--- src/rtl/dcf_pkg.sv ---
package dcf_pkg;

  localparam int unsigned RING_DEPTH_DEF = 10;

  localparam int unsigned ADDR_W  = 16;
  localparam int unsigned CHAN_W  = 8;
  localparam int unsigned CMD_W   = 8;
  localparam int unsigned KEY_W   = ADDR_W + CHAN_W + CMD_W;
  localparam int unsigned TIME_W  = 32;
  localparam int unsigned WIN_W   = 16;

  localparam int unsigned PADDR_W = 3;
  localparam int unsigned PDATA_W = 32;

  localparam logic [WIN_W-1:0] WINDOW_RESET = 16'd200;

  // Register index, taken from paddr[2]
  localparam logic REG_WINDOW = 1'b0;

  // One stored command: match key {cmd, channel, address} plus its time stamp
  typedef struct packed {
    logic              valid;
    logic [TIME_W-1:0] stamp;
    logic [KEY_W-1:0]  key;
  } entry_t;

endpackage

--- src/rtl/duplicate_command_filter_unit.sv ---
// Channel | Direction | Handshake          | Payload
// in      | input     | in_valid/in_ready  | in_src_addr, in_channel, in_cmd_code, in_now_ms
// out     | output    | out_valid/out_ready| out_accept
// cfg     | input     | psel/penable/pready| paddr, pwrite, pwdata, prdata (window_ms)
//
// A command is captured into the probe register and judged there, against all
// cells of the history chain at once; one command per cycle is sustained while
// out_ready stays high. An accepted command passes through the probe register,
// then the output register, which holds its result until out_ready takes it.
// rst_n is synchronous: it empties the chain (valid bits only) and resets
// window_ms to 200. A stalled result holds the probe stage; input then waits.
module duplicate_command_filter_unit #(
  parameter int unsigned RING_DEPTH = dcf_pkg::RING_DEPTH_DEF
) (
  input  logic                          clk,
  input  logic                          rst_n,

  input  logic                          in_valid,
  output logic                          in_ready,
  input  logic [dcf_pkg::ADDR_W-1:0]    in_src_addr,
  input  logic [dcf_pkg::CHAN_W-1:0]    in_channel,
  input  logic [dcf_pkg::CMD_W-1:0]     in_cmd_code,
  input  logic [dcf_pkg::TIME_W-1:0]    in_now_ms,

  output logic                          out_valid,
  input  logic                          out_ready,
  output logic                          out_accept,

  input  logic                          psel,
  input  logic                          penable,
  input  logic                          pwrite,
  input  logic [dcf_pkg::PADDR_W-1:0]   paddr,
  input  logic [dcf_pkg::PDATA_W-1:0]   pwdata,
  output logic [dcf_pkg::PDATA_W-1:0]   prdata,
  output logic                          pready
);

  // ---------------------------------------------------------------------------
  // Configuration register
  // ---------------------------------------------------------------------------
  logic [dcf_pkg::WIN_W-1:0] window_r;
  logic [dcf_pkg::WIN_W-1:0] window_nxt;
  logic                      cfg_wr;

  assign pready = 1'b1;
  assign cfg_wr = psel && penable && pwrite && (paddr[2] == dcf_pkg::REG_WINDOW);

  assign window_nxt = cfg_wr ? pwdata[dcf_pkg::WIN_W-1:0] : window_r;

  always_ff @(posedge clk) begin
    if (!rst_n) begin
      window_r <= dcf_pkg::WINDOW_RESET;
    end else begin
      window_r <= window_nxt;
    end
  end

  // Read back zero-extended; unused addresses read zero
  assign prdata = (paddr[2] == dcf_pkg::REG_WINDOW) ?
                  {{(dcf_pkg::PDATA_W-dcf_pkg::WIN_W){1'b0}}, window_r} :
                  '0;

  // ---------------------------------------------------------------------------
  // Probe register: holds the command being judged
  // ---------------------------------------------------------------------------
  logic                         probe_valid_r;
  logic                         probe_valid_nxt;
  logic [dcf_pkg::KEY_W-1:0]    probe_key_r;
  logic [dcf_pkg::KEY_W-1:0]    probe_key_nxt;
  logic [dcf_pkg::TIME_W-1:0]   probe_now_r;
  logic [dcf_pkg::TIME_W-1:0]   probe_now_nxt;
  logic                         in_fire;
  logic                         judge;
  logic                         is_dup;
  logic                         store;

  // Judge when the output register is free or being drained this cycle
  assign judge    = probe_valid_r && (!out_valid || out_ready);
  assign in_ready = !probe_valid_r || judge;
  assign in_fire  = in_valid && in_ready;

  assign probe_valid_nxt = in_fire ? 1'b1 : (judge ? 1'b0 : probe_valid_r);
  assign probe_key_nxt   = in_fire ? {in_cmd_code, in_channel, in_src_addr} : probe_key_r;
  assign probe_now_nxt   = in_fire ? in_now_ms : probe_now_r;

  always_ff @(posedge clk) begin
    if (!rst_n) begin
      probe_valid_r <= 1'b0;
    end else begin
      probe_valid_r <= probe_valid_nxt;
    end
  end

  always_ff @(posedge clk) begin
    probe_key_r <= probe_key_nxt;
    probe_now_r <= probe_now_nxt;
  end

  // ---------------------------------------------------------------------------
  // History chain: cell 0 holds the newest accepted command, the last cell the
  // oldest. Storing shifts every entry one cell along and drops the oldest,
  // which matches overwriting the oldest slot of a ring.
  // ---------------------------------------------------------------------------
  dcf_pkg::entry_t        entry_chain [RING_DEPTH+1];
  logic [RING_DEPTH:0]    dup_chain;
  logic [RING_DEPTH-1:0]  valid_vec;

  assign entry_chain[0].valid = 1'b1;
  assign entry_chain[0].stamp = probe_now_r;
  assign entry_chain[0].key   = probe_key_r;
  assign dup_chain[0]         = 1'b0;

  // Store only a command that no live entry duplicates
  assign is_dup = dup_chain[RING_DEPTH];
  assign store  = judge && !is_dup;

  for (genvar g = 0; g < RING_DEPTH; g++) begin : g_cell
    dcf_cell u_cell (
      .clk       (clk),
      .rst_n     (rst_n),
      .shift_en  (store),
      .entry_i   (entry_chain[g]),
      .entry_o   (entry_chain[g+1]),
      .probe_key (probe_key_r),
      .probe_now (probe_now_r),
      .window    (window_r),
      .dup_i     (dup_chain[g]),
      .dup_o     (dup_chain[g+1])
    );
    assign valid_vec[g] = entry_chain[g+1].valid;
  end

  // ---------------------------------------------------------------------------
  // Output register
  // ---------------------------------------------------------------------------
  logic out_valid_r;
  logic out_valid_nxt;
  logic out_accept_r;
  logic out_accept_nxt;

  assign out_valid_nxt  = judge ? 1'b1 : ((out_valid_r && out_ready) ? 1'b0 : out_valid_r);
  assign out_accept_nxt = judge ? !is_dup : out_accept_r;

  always_ff @(posedge clk) begin
    if (!rst_n) begin
      out_valid_r <= 1'b0;
    end else begin
      out_valid_r <= out_valid_nxt;
    end
  end

  always_ff @(posedge clk) begin
    out_accept_r <= out_accept_nxt;
  end

  assign out_valid  = out_valid_r;
  assign out_accept = out_accept_r;

  // ---------------------------------------------------------------------------
  // Assertions
  // ---------------------------------------------------------------------------

  // A stored command lands in cell 0 with its key
  a_store_lands: assert property (@(posedge clk) disable iff (!rst_n)
    store |=> valid_vec[0] && (entry_chain[1].key == $past(probe_key_r)))
    else $error("stored command missing from head cell");

  // A dropped duplicate leaves the history untouched
  a_dup_holds: assert property (@(posedge clk) disable iff (!rst_n)
    (judge && is_dup) |=> $stable(valid_vec))
    else $error("history changed on a duplicate");

  // Live entries always fill the chain from the head
  a_valid_packed: assert property (@(posedge clk) disable iff (!rst_n)
    ((({1'b0, valid_vec} + 1'b1) & {1'b0, valid_vec}) == '0))
    else $error("gap in history valid bits");

  // A zero window never reports a duplicate
  a_zero_window: assert property (@(posedge clk) disable iff (!rst_n)
    (judge && (window_r == '0)) |-> !is_dup)
    else $error("duplicate reported with zero window");

  // Each judged command yields a result in the next cycle
  a_result_follows: assert property (@(posedge clk) disable iff (!rst_n)
    judge |=> out_valid_r && (out_accept_r == !$past(is_dup)))
    else $error("result not registered after judging");

endmodule

--- src/rtl/dcf_cell.sv ---
module dcf_cell (
  input  logic                             clk,
  input  logic                             rst_n,
  input  logic                             shift_en,
  input  dcf_pkg::entry_t                  entry_i,
  output dcf_pkg::entry_t                  entry_o,
  input  logic [dcf_pkg::KEY_W-1:0]        probe_key,
  input  logic [dcf_pkg::TIME_W-1:0]       probe_now,
  input  logic [dcf_pkg::WIN_W-1:0]        window,
  input  logic                             dup_i,
  output logic                             dup_o
);

  logic                        valid_r;
  logic                        valid_nxt;
  logic [dcf_pkg::TIME_W-1:0]  stamp_r;
  logic [dcf_pkg::TIME_W-1:0]  stamp_nxt;
  logic [dcf_pkg::KEY_W-1:0]   key_r;
  logic [dcf_pkg::KEY_W-1:0]   key_nxt;
  logic [dcf_pkg::TIME_W-1:0]  age;
  logic                        match;

  // Take the neighbour's entry on a shift, else hold
  assign valid_nxt = shift_en ? entry_i.valid : valid_r;
  assign stamp_nxt = shift_en ? entry_i.stamp : stamp_r;
  assign key_nxt   = shift_en ? entry_i.key   : key_r;

  always_ff @(posedge clk) begin
    if (!rst_n) begin
      valid_r <= 1'b0;
    end else begin
      valid_r <= valid_nxt;
    end
  end

  always_ff @(posedge clk) begin
    stamp_r <= stamp_nxt;
    key_r   <= key_nxt;
  end

  // Wrapping age; a stamp ahead of now gives a large age and no match
  assign age   = probe_now - stamp_r;
  assign match = valid_r && (key_r == probe_key) &&
                 (age < {{(dcf_pkg::TIME_W-dcf_pkg::WIN_W){1'b0}}, window});

  assign dup_o = dup_i | match;

  assign entry_o.valid = valid_r;
  assign entry_o.stamp = stamp_r;
  assign entry_o.key   = key_r;

endmodule

--- config.mk ---
export PLATFORM = sky130hd
export DESIGN_NAME = duplicate_command_filter_unit
export DESIGN_NICKNAME = d
export VERILOG_FILES = /design/src/rtl/dcf_pkg.sv /design/src/rtl/duplicate_command_filter_unit.sv /design/src/rtl/dcf_cell.sv
export SDC_FILE = /design/constraint.sdc
export NUM_CORES = 2
export LEC_CHECK = 0
export ABC_AREA = 1
export BUFFER_PORTS_ARGS = -buffer_cell sky130_fd_sc_hd__buf_2
export CAP_MARGIN = 5
export CELL_PAD_IN_SITES_DETAIL_PLACEMENT = 2
export CELL_PAD_IN_SITES_GLOBAL_PLACEMENT = 2
export CORE_AREA = 2 2 280 490
export CTS_CLUSTER_DIAMETER = 40
export DETAILED_ROUTE_END_ITERATION = 10
export DIE_AREA = 0 0 282 492
export HOLD_SLACK_MARGIN = 0.1
export PLACE_DENSITY_LB_ADDON = 0.1
export RECOVER_POWER = 100
export SYNTH_ARGS = -nofsm -noshare
export SYNTH_HDL_FRONTEND = slang
export SYNTH_SLANG_ARGS = --single-unit
--- constraint.sdc ---
create_clock -name clk -period 19 [get_ports clk]
set_input_delay 2.85 -clock clk [delete_from_list [all_inputs] [get_ports clk]]
set_output_delay 2.85 -clock clk [all_outputs]
set_load 0.03 [all_outputs]
==> flow_summary.html <==
<table>
<tr><th>Metric</th><th>Value</th></tr>
<tr><th colspan="2">Logic synthesis</th></tr>
<tr><td>Sequential-to-total area share from yosys stat</td><td>0.416</td></tr>
<tr><td>Most common cell in the netlist</td><td>nand2_1</td></tr>
<tr><td>Avg Synthesized Cell Area</td><td>7.97 µm²</td></tr>
<tr><td>Yosys synthesis warning count</td><td>0</td></tr>
<tr><td>Cells taking the most area after synthesis</td><td>edfxtp_1, nand2_1, ha_1, inv_1, nor2_1</td></tr>
<tr><td>Area share of the largest cell type after synthesis</td><td>0.405</td></tr>
<tr><td>Dominant register cell in the synthesized netlist</td><td>edfxtp_1</td></tr>
<tr><td>#FFs+latches synth</td><td>733</td></tr>
<tr><td>Number of unique standard cell types used by synthesis</td><td>65</td></tr>
<tr><td>Synth Instances</td><td>6551</td></tr>
<tr><td>Top post-synthesis cells by count</td><td>nand2_1, inv_1, edfxtp_1</td></tr>
<tr><td>Most area-hungry cell type in the Yosys netlist</td><td>edfxtp_1</td></tr>
<tr><td>Fraction of registers with async set or reset after synthesis</td><td>0</td></tr>
<tr><td>Cell Area, Synth</td><td>52200 µm²</td></tr>
<tr><td>Post-synth EDFFs</td><td>705</td></tr>
<tr><th colspan="2">Floorplanning</th></tr>
<tr><td>Number of placed I/O pins</td><td>142</td></tr>
<tr><td>Site row count</td><td>179</td></tr>
<tr><td>Core footprint</td><td>135000 µm²</td></tr>
<tr><td>Initial core utilization</td><td>0.387</td></tr>
<tr><td>Die extent in x</td><td>282 µm</td></tr>
<tr><td>Overall die height</td><td>492 µm</td></tr>
<tr><td>Die Outline Area</td><td>139000 µm²</td></tr>
<tr><th colspan="2">CTS</th></tr>
<tr><td>Total clock buffers created by CTS</td><td>103</td></tr>
<tr><td>Buffer depth of the longest clock path</td><td>3</td></tr>
<tr><td>Number of setup buffers added after CTS</td><td>0</td></tr>
<tr><td>Number of cells upsized or downsized after cts</td><td>0</td></tr>
<tr><td>Hold-fix buffer count after cts</td><td>0</td></tr>
<tr><td>CTS H-Tree Depth</td><td>3</td></tr>
<tr><td>Master cell of the clock root buffer</td><td>clkbuf_16</td></tr>
<tr><td>Insertion delay to the later sink of the worst-skew pair</td><td>0.76 ns</td></tr>
<tr><td>Clock transition at the register clock pins on the worst setup and hold paths after CTS</td><td>0.07 ns</td></tr>
<tr><td>CTS tree</td><td>done</td></tr>
<tr><td>Num Clock Sinks</td><td>733</td></tr>
<tr><th colspan="2">Final layout</th></tr>
<tr><td>Share of cells above drive strength 1</td><td>0.0582</td></tr>
<tr><td>Total area of sequential cells</td><td>21700 µm²</td></tr>
<tr><td>Final-layout fill cell count</td><td>15729</td></tr>
<tr><td>Area taken by multi-input logic gates</td><td>26200 µm²</td></tr>
<tr><td>P&amp;R area growth vs syn</td><td>12.1%</td></tr>
<tr><td>Fin nets</td><td>7351</td></tr>
<tr><td>Final Util</td><td>0.434</td></tr>
<tr><th colspan="2">Drt</th></tr>
<tr><td>Initial detailed-routing violation count</td><td>2621</td></tr>
<tr><td>First-pass iteration count of the detailed router</td><td>5</td></tr>
<tr><td>Overall via count from detail_route</td><td>48741</td></tr>
<tr><td>Vias per std cell</td><td>5.61</td></tr>
<tr><td>Total length of routed wires</td><td>263 mm</td></tr>
<tr><td>Number of nets with antenna violations after detailed routing</td><td>0</td></tr>
<tr><td>DR WL/cell</td><td>30.3 µm</td></tr>
<tr><td>Final routed DRC violation total</td><td>0</td></tr>
<tr><th colspan="2">Global route</th></tr>
<tr><td>Wire length of the first global-routing pass</td><td>373 mm</td></tr>
<tr><td>GRT Residual Overflow</td><td>0</td></tr>
<tr><td>Pin count of the biggest net entering global routing</td><td>179</td></tr>
<tr><td>Initial antenna violation count</td><td>27</td></tr>
<tr><td>GRT Overall Usage</td><td>0.382</td></tr>
<tr><td>Vias in the first global route</td><td>54050</td></tr>
<tr><th colspan="2">Timing</th></tr>
<tr><td>Post-layout min period</td><td>14.33 ns</td></tr>
<tr><td>Maximum operating frequency</td><td>69.8 MHz</td></tr>
<tr><td>Worst slew slack as a fraction of its limit</td><td>-2.02</td></tr>
<tr><td>Final hold viol count</td><td>0</td></tr>
<tr><td>Setup violation total in the final timing report</td><td>0</td></tr>
<tr><td>Max-slew violation count</td><td>662</td></tr>
<tr><td>Accumulated negative setup slack</td><td>0 ns</td></tr>
<tr><td>Worst setup skew after layout</td><td>0.0478 ns</td></tr>
<tr><td>Hold slack</td><td>0.435 ns</td></tr>
<tr><td>Slew @ Worst Pin</td><td>4.53 ns</td></tr>
<tr><td>Post-route fraction of the period consumed by the critical path</td><td>0.754</td></tr>
<tr><td>Setup repair after global routing missed its margin</td><td>false</td></tr>
<tr><th colspan="2">Critical path</th></tr>
<tr><td>Biggest fanout along the worst timing path</td><td>178</td></tr>
<tr><td>Worst setup SP type</td><td>flip-flop</td></tr>
<tr><td>Delay-heaviest family, CP</td><td>buffers and inverters</td></tr>
<tr><td>Most used cell, CP</td><td>nor2_1</td></tr>
<tr><td>Highest cell delay on the worst timing path</td><td>3.21 ns</td></tr>
<tr><td>Critical path buffer and inverter count</td><td>4</td></tr>
<tr><td>Chain of cells forming the critical path</td><td>clkbuf_1 &gt; ha_1 &gt; a21oi_1 &gt; o21ai_1 &gt; nor2_1 &gt; o21ai_2 &gt; xor2_1 &gt; ha_1 &gt; nand4_1 &gt; nand3_1 &gt; nor2_1 &gt; nand3_1 &gt; nor2_1 &gt; nand4_1 &gt; nor2_1 &gt; nand3_1 &gt; nor2_1 &gt; nor2_1 &gt; nand3_1 &gt; nor2_1 &gt; nand4_1 &gt; inv_8 &gt; clkbuf_1 &gt; buf_12</td></tr>
<tr><td>Register-to-register setup slack</td><td>4.67 ns</td></tr>
<tr><td>Required time of the critical path</td><td>19.38 ns</td></tr>
<tr><td>Worst path slowest cell</td><td>clkbuf_1</td></tr>
<tr><td>Type of element capturing the critical path</td><td>flip-flop</td></tr>
<tr><td>Kind of critical path</td><td>flip-flop to flip-flop</td></tr>
<tr><td>Data arrival, critical path</td><td>14.70 ns</td></tr>
<tr><th colspan="2">Power and ir drop</th></tr>
<tr><td>Pwr per Cell Area</td><td>88.1 nW/µm²</td></tr>
<tr><td>Leak Pwr</td><td>0.0267 µW</td></tr>
<tr><td>Worst voltage drop across the vdd grid</td><td>0.0000715 V</td></tr>
<tr><th colspan="2">Status</th></tr>
<tr><td>Failing checks</td><td>capacitance limit, slew limit</td></tr>
<tr><td>Outcome</td><td>complete, but fails checks</td></tr>
<tr><th colspan="2">Job</th></tr>
<tr><td>Number of max-cap violations</td><td>37</td></tr>
<tr><th colspan="2">Place</th></tr>
<tr><td>Number of buffer cells added on primary ports</td><td>106</td></tr>
<tr><td>Detail Placement HPWL</td><td>207 mm</td></tr>
<tr><td>Last weighted congestion value of the routability-driven placer</td><td>0.998</td></tr>
<tr><th colspan="2">Worst hold path</th></tr>
<tr><td>Path type of the worst min-delay path</td><td>flip-flop to flip-flop</td></tr>
</table>
[worst reg2reg max path, delay by kind of cell (launching register included)]
| family | cells | cell delay, ns |
|---|---|---|
| AND/OR/NAND/NOR | 14 | 5.06 |
| AO/OA/AOI/OAI | 3 | 0.68 |
| adder cells (fa/ha/maj) | 2 | 0.91 |
| buffers and inverters | 4 | 6.60 |
| XOR/XNOR | 1 | 0.22 |
| flip-flops | 1 | 0.33 |
[stage by stage]
step	std cells	setup slack (ns)	total power (µW)	cell area [µm²]
6_report	8684	4.67	5160	58500
2_1_floorplan	6566	2.29	2700	52300
3_5_place_dp	8476	9.03	3140	55100
4_1_cts	8667	9.03	5150	58600
5_1_grt	8673	4.45	5340	58500
3_3_place_gp	8476	9.31	3090	55100
[final timing paths]
| kind | startpoint | to | cells past startpoint |
|---|---|---|---|
| worst max-delay path | probe_now_r[12]$_DFFE_PP_ | g_cell[7].u_cell.stamp_r[28]$_DFFE_PP_ | 24 |
| worst min-delay path | g_cell[5].u_cell.stamp_r[1]$_DFFE_PP_ | g_cell[6].u_cell.stamp_r[1]$_DFFE_PP_ | 0 |
| worst max register to register | probe_now_r[12]$_DFFE_PP_ | g_cell[7].u_cell.stamp_r[28]$_DFFE_PP_ | 24 |
| worst min register to register | g_cell[5].u_cell.stamp_r[1]$_DFFE_PP_ | g_cell[6].u_cell.stamp_r[1]$_DFFE_PP_ | 0 |
[state kept, by name, summed over array words and instances (netlist names), 10 cells and up]
signal,count
g_cell.u_cell.key_r,320
g_cell.u_cell.stamp_r,320
probe_key_r,32
probe_now_r,32
window_r,16
g_cell.u_cell.valid_r,10
[layer usage]
| layer | GRT usage | vias up | wire length, µm |
|---|---|---|---|
| met3 | 0.0816 | 984 | 12000 |
| li1 | - | 22062 | - |
| met4 | 0.422 | 14 | 34800 |
| met1 | 0.332 | 24200 | 81500 |
| met5 | 0 | - | 103 |
| met2 | 0.680 | 1481 | 134000 |
[cells by family after synthesis]
kind of cell / after synthesis / synth area share
adders and majority gates: 470 / 0.114
and+or+nand+nor: 3090 / 0.244
DFF: 733 / 0.416
buffers and inverters: 1098 / 0.0833
xor gates and xnor gates: 290 / 0.0486
AOI/OAI and AO/OA: 868 / 0.0937
other: 2 / 0.000144
[layout make-up]
| class | count | share of cell area |
|---|---|---|
| multi-input cells | 4735 | 0.448 |
| flip-flops and latches | 733 | 0.371 |
| inverters | 1030 | 0.0662 |
| clock buffers | 111 | 0.0445 |
| well taps | 1810 | 0.0387 |
| clock inverters | 80 | 0.0157 |
| repair buffers | 172 | 0.0149 |
| diodes | 13 | 0.000556 |
[placed cells by master, fill, tap and decap left out, types with 11 or more instances in the layout]
cell and instances:
a211oi_1 16, a21o_1 29, a21oi_1 392, a31oi_1 12, buf_2 82, buf_4 15
clkbuf_1 78, clkbuf_16 103, clkinv_1 11, clkinv_2 13, clkinv_4 14, conb_1 17
dfxtp_1 28, diode_2 13, edfxtp_1 705, ha_1 460, inv_1 1001, inv_2 25
inv_6 11, nand2_1 1832, nand2_2 19, nand3_1 299, nand3b_1 22, nand4_1 94
nor2_1 651, nor2_2 15, nor3_1 83, nor4_1 15, o211ai_1 13, o21a_1 20
o21ai_0 239, o21ai_1 27, o21bai_1 29, o22ai_1 26, or2_2 21, xnor2_1 112
xor2_1 172
[report_power, final]
| part | leakage [µW] | total (µW) | internal (µW) | switching, µW |
|---|---|---|---|---|
| Sequential | 0.00685 | 1960 | 1860 | 94.4 |
| Clock | 0.00171 | 2010 | 1150 | 865 |
| Combinational | 0.0182 | 1190 | 353 | 836 |
| Total | 0.0267 | 5160 | 3360 | 1800 |
Note: power is estimated with default switching activity, not from simulation.
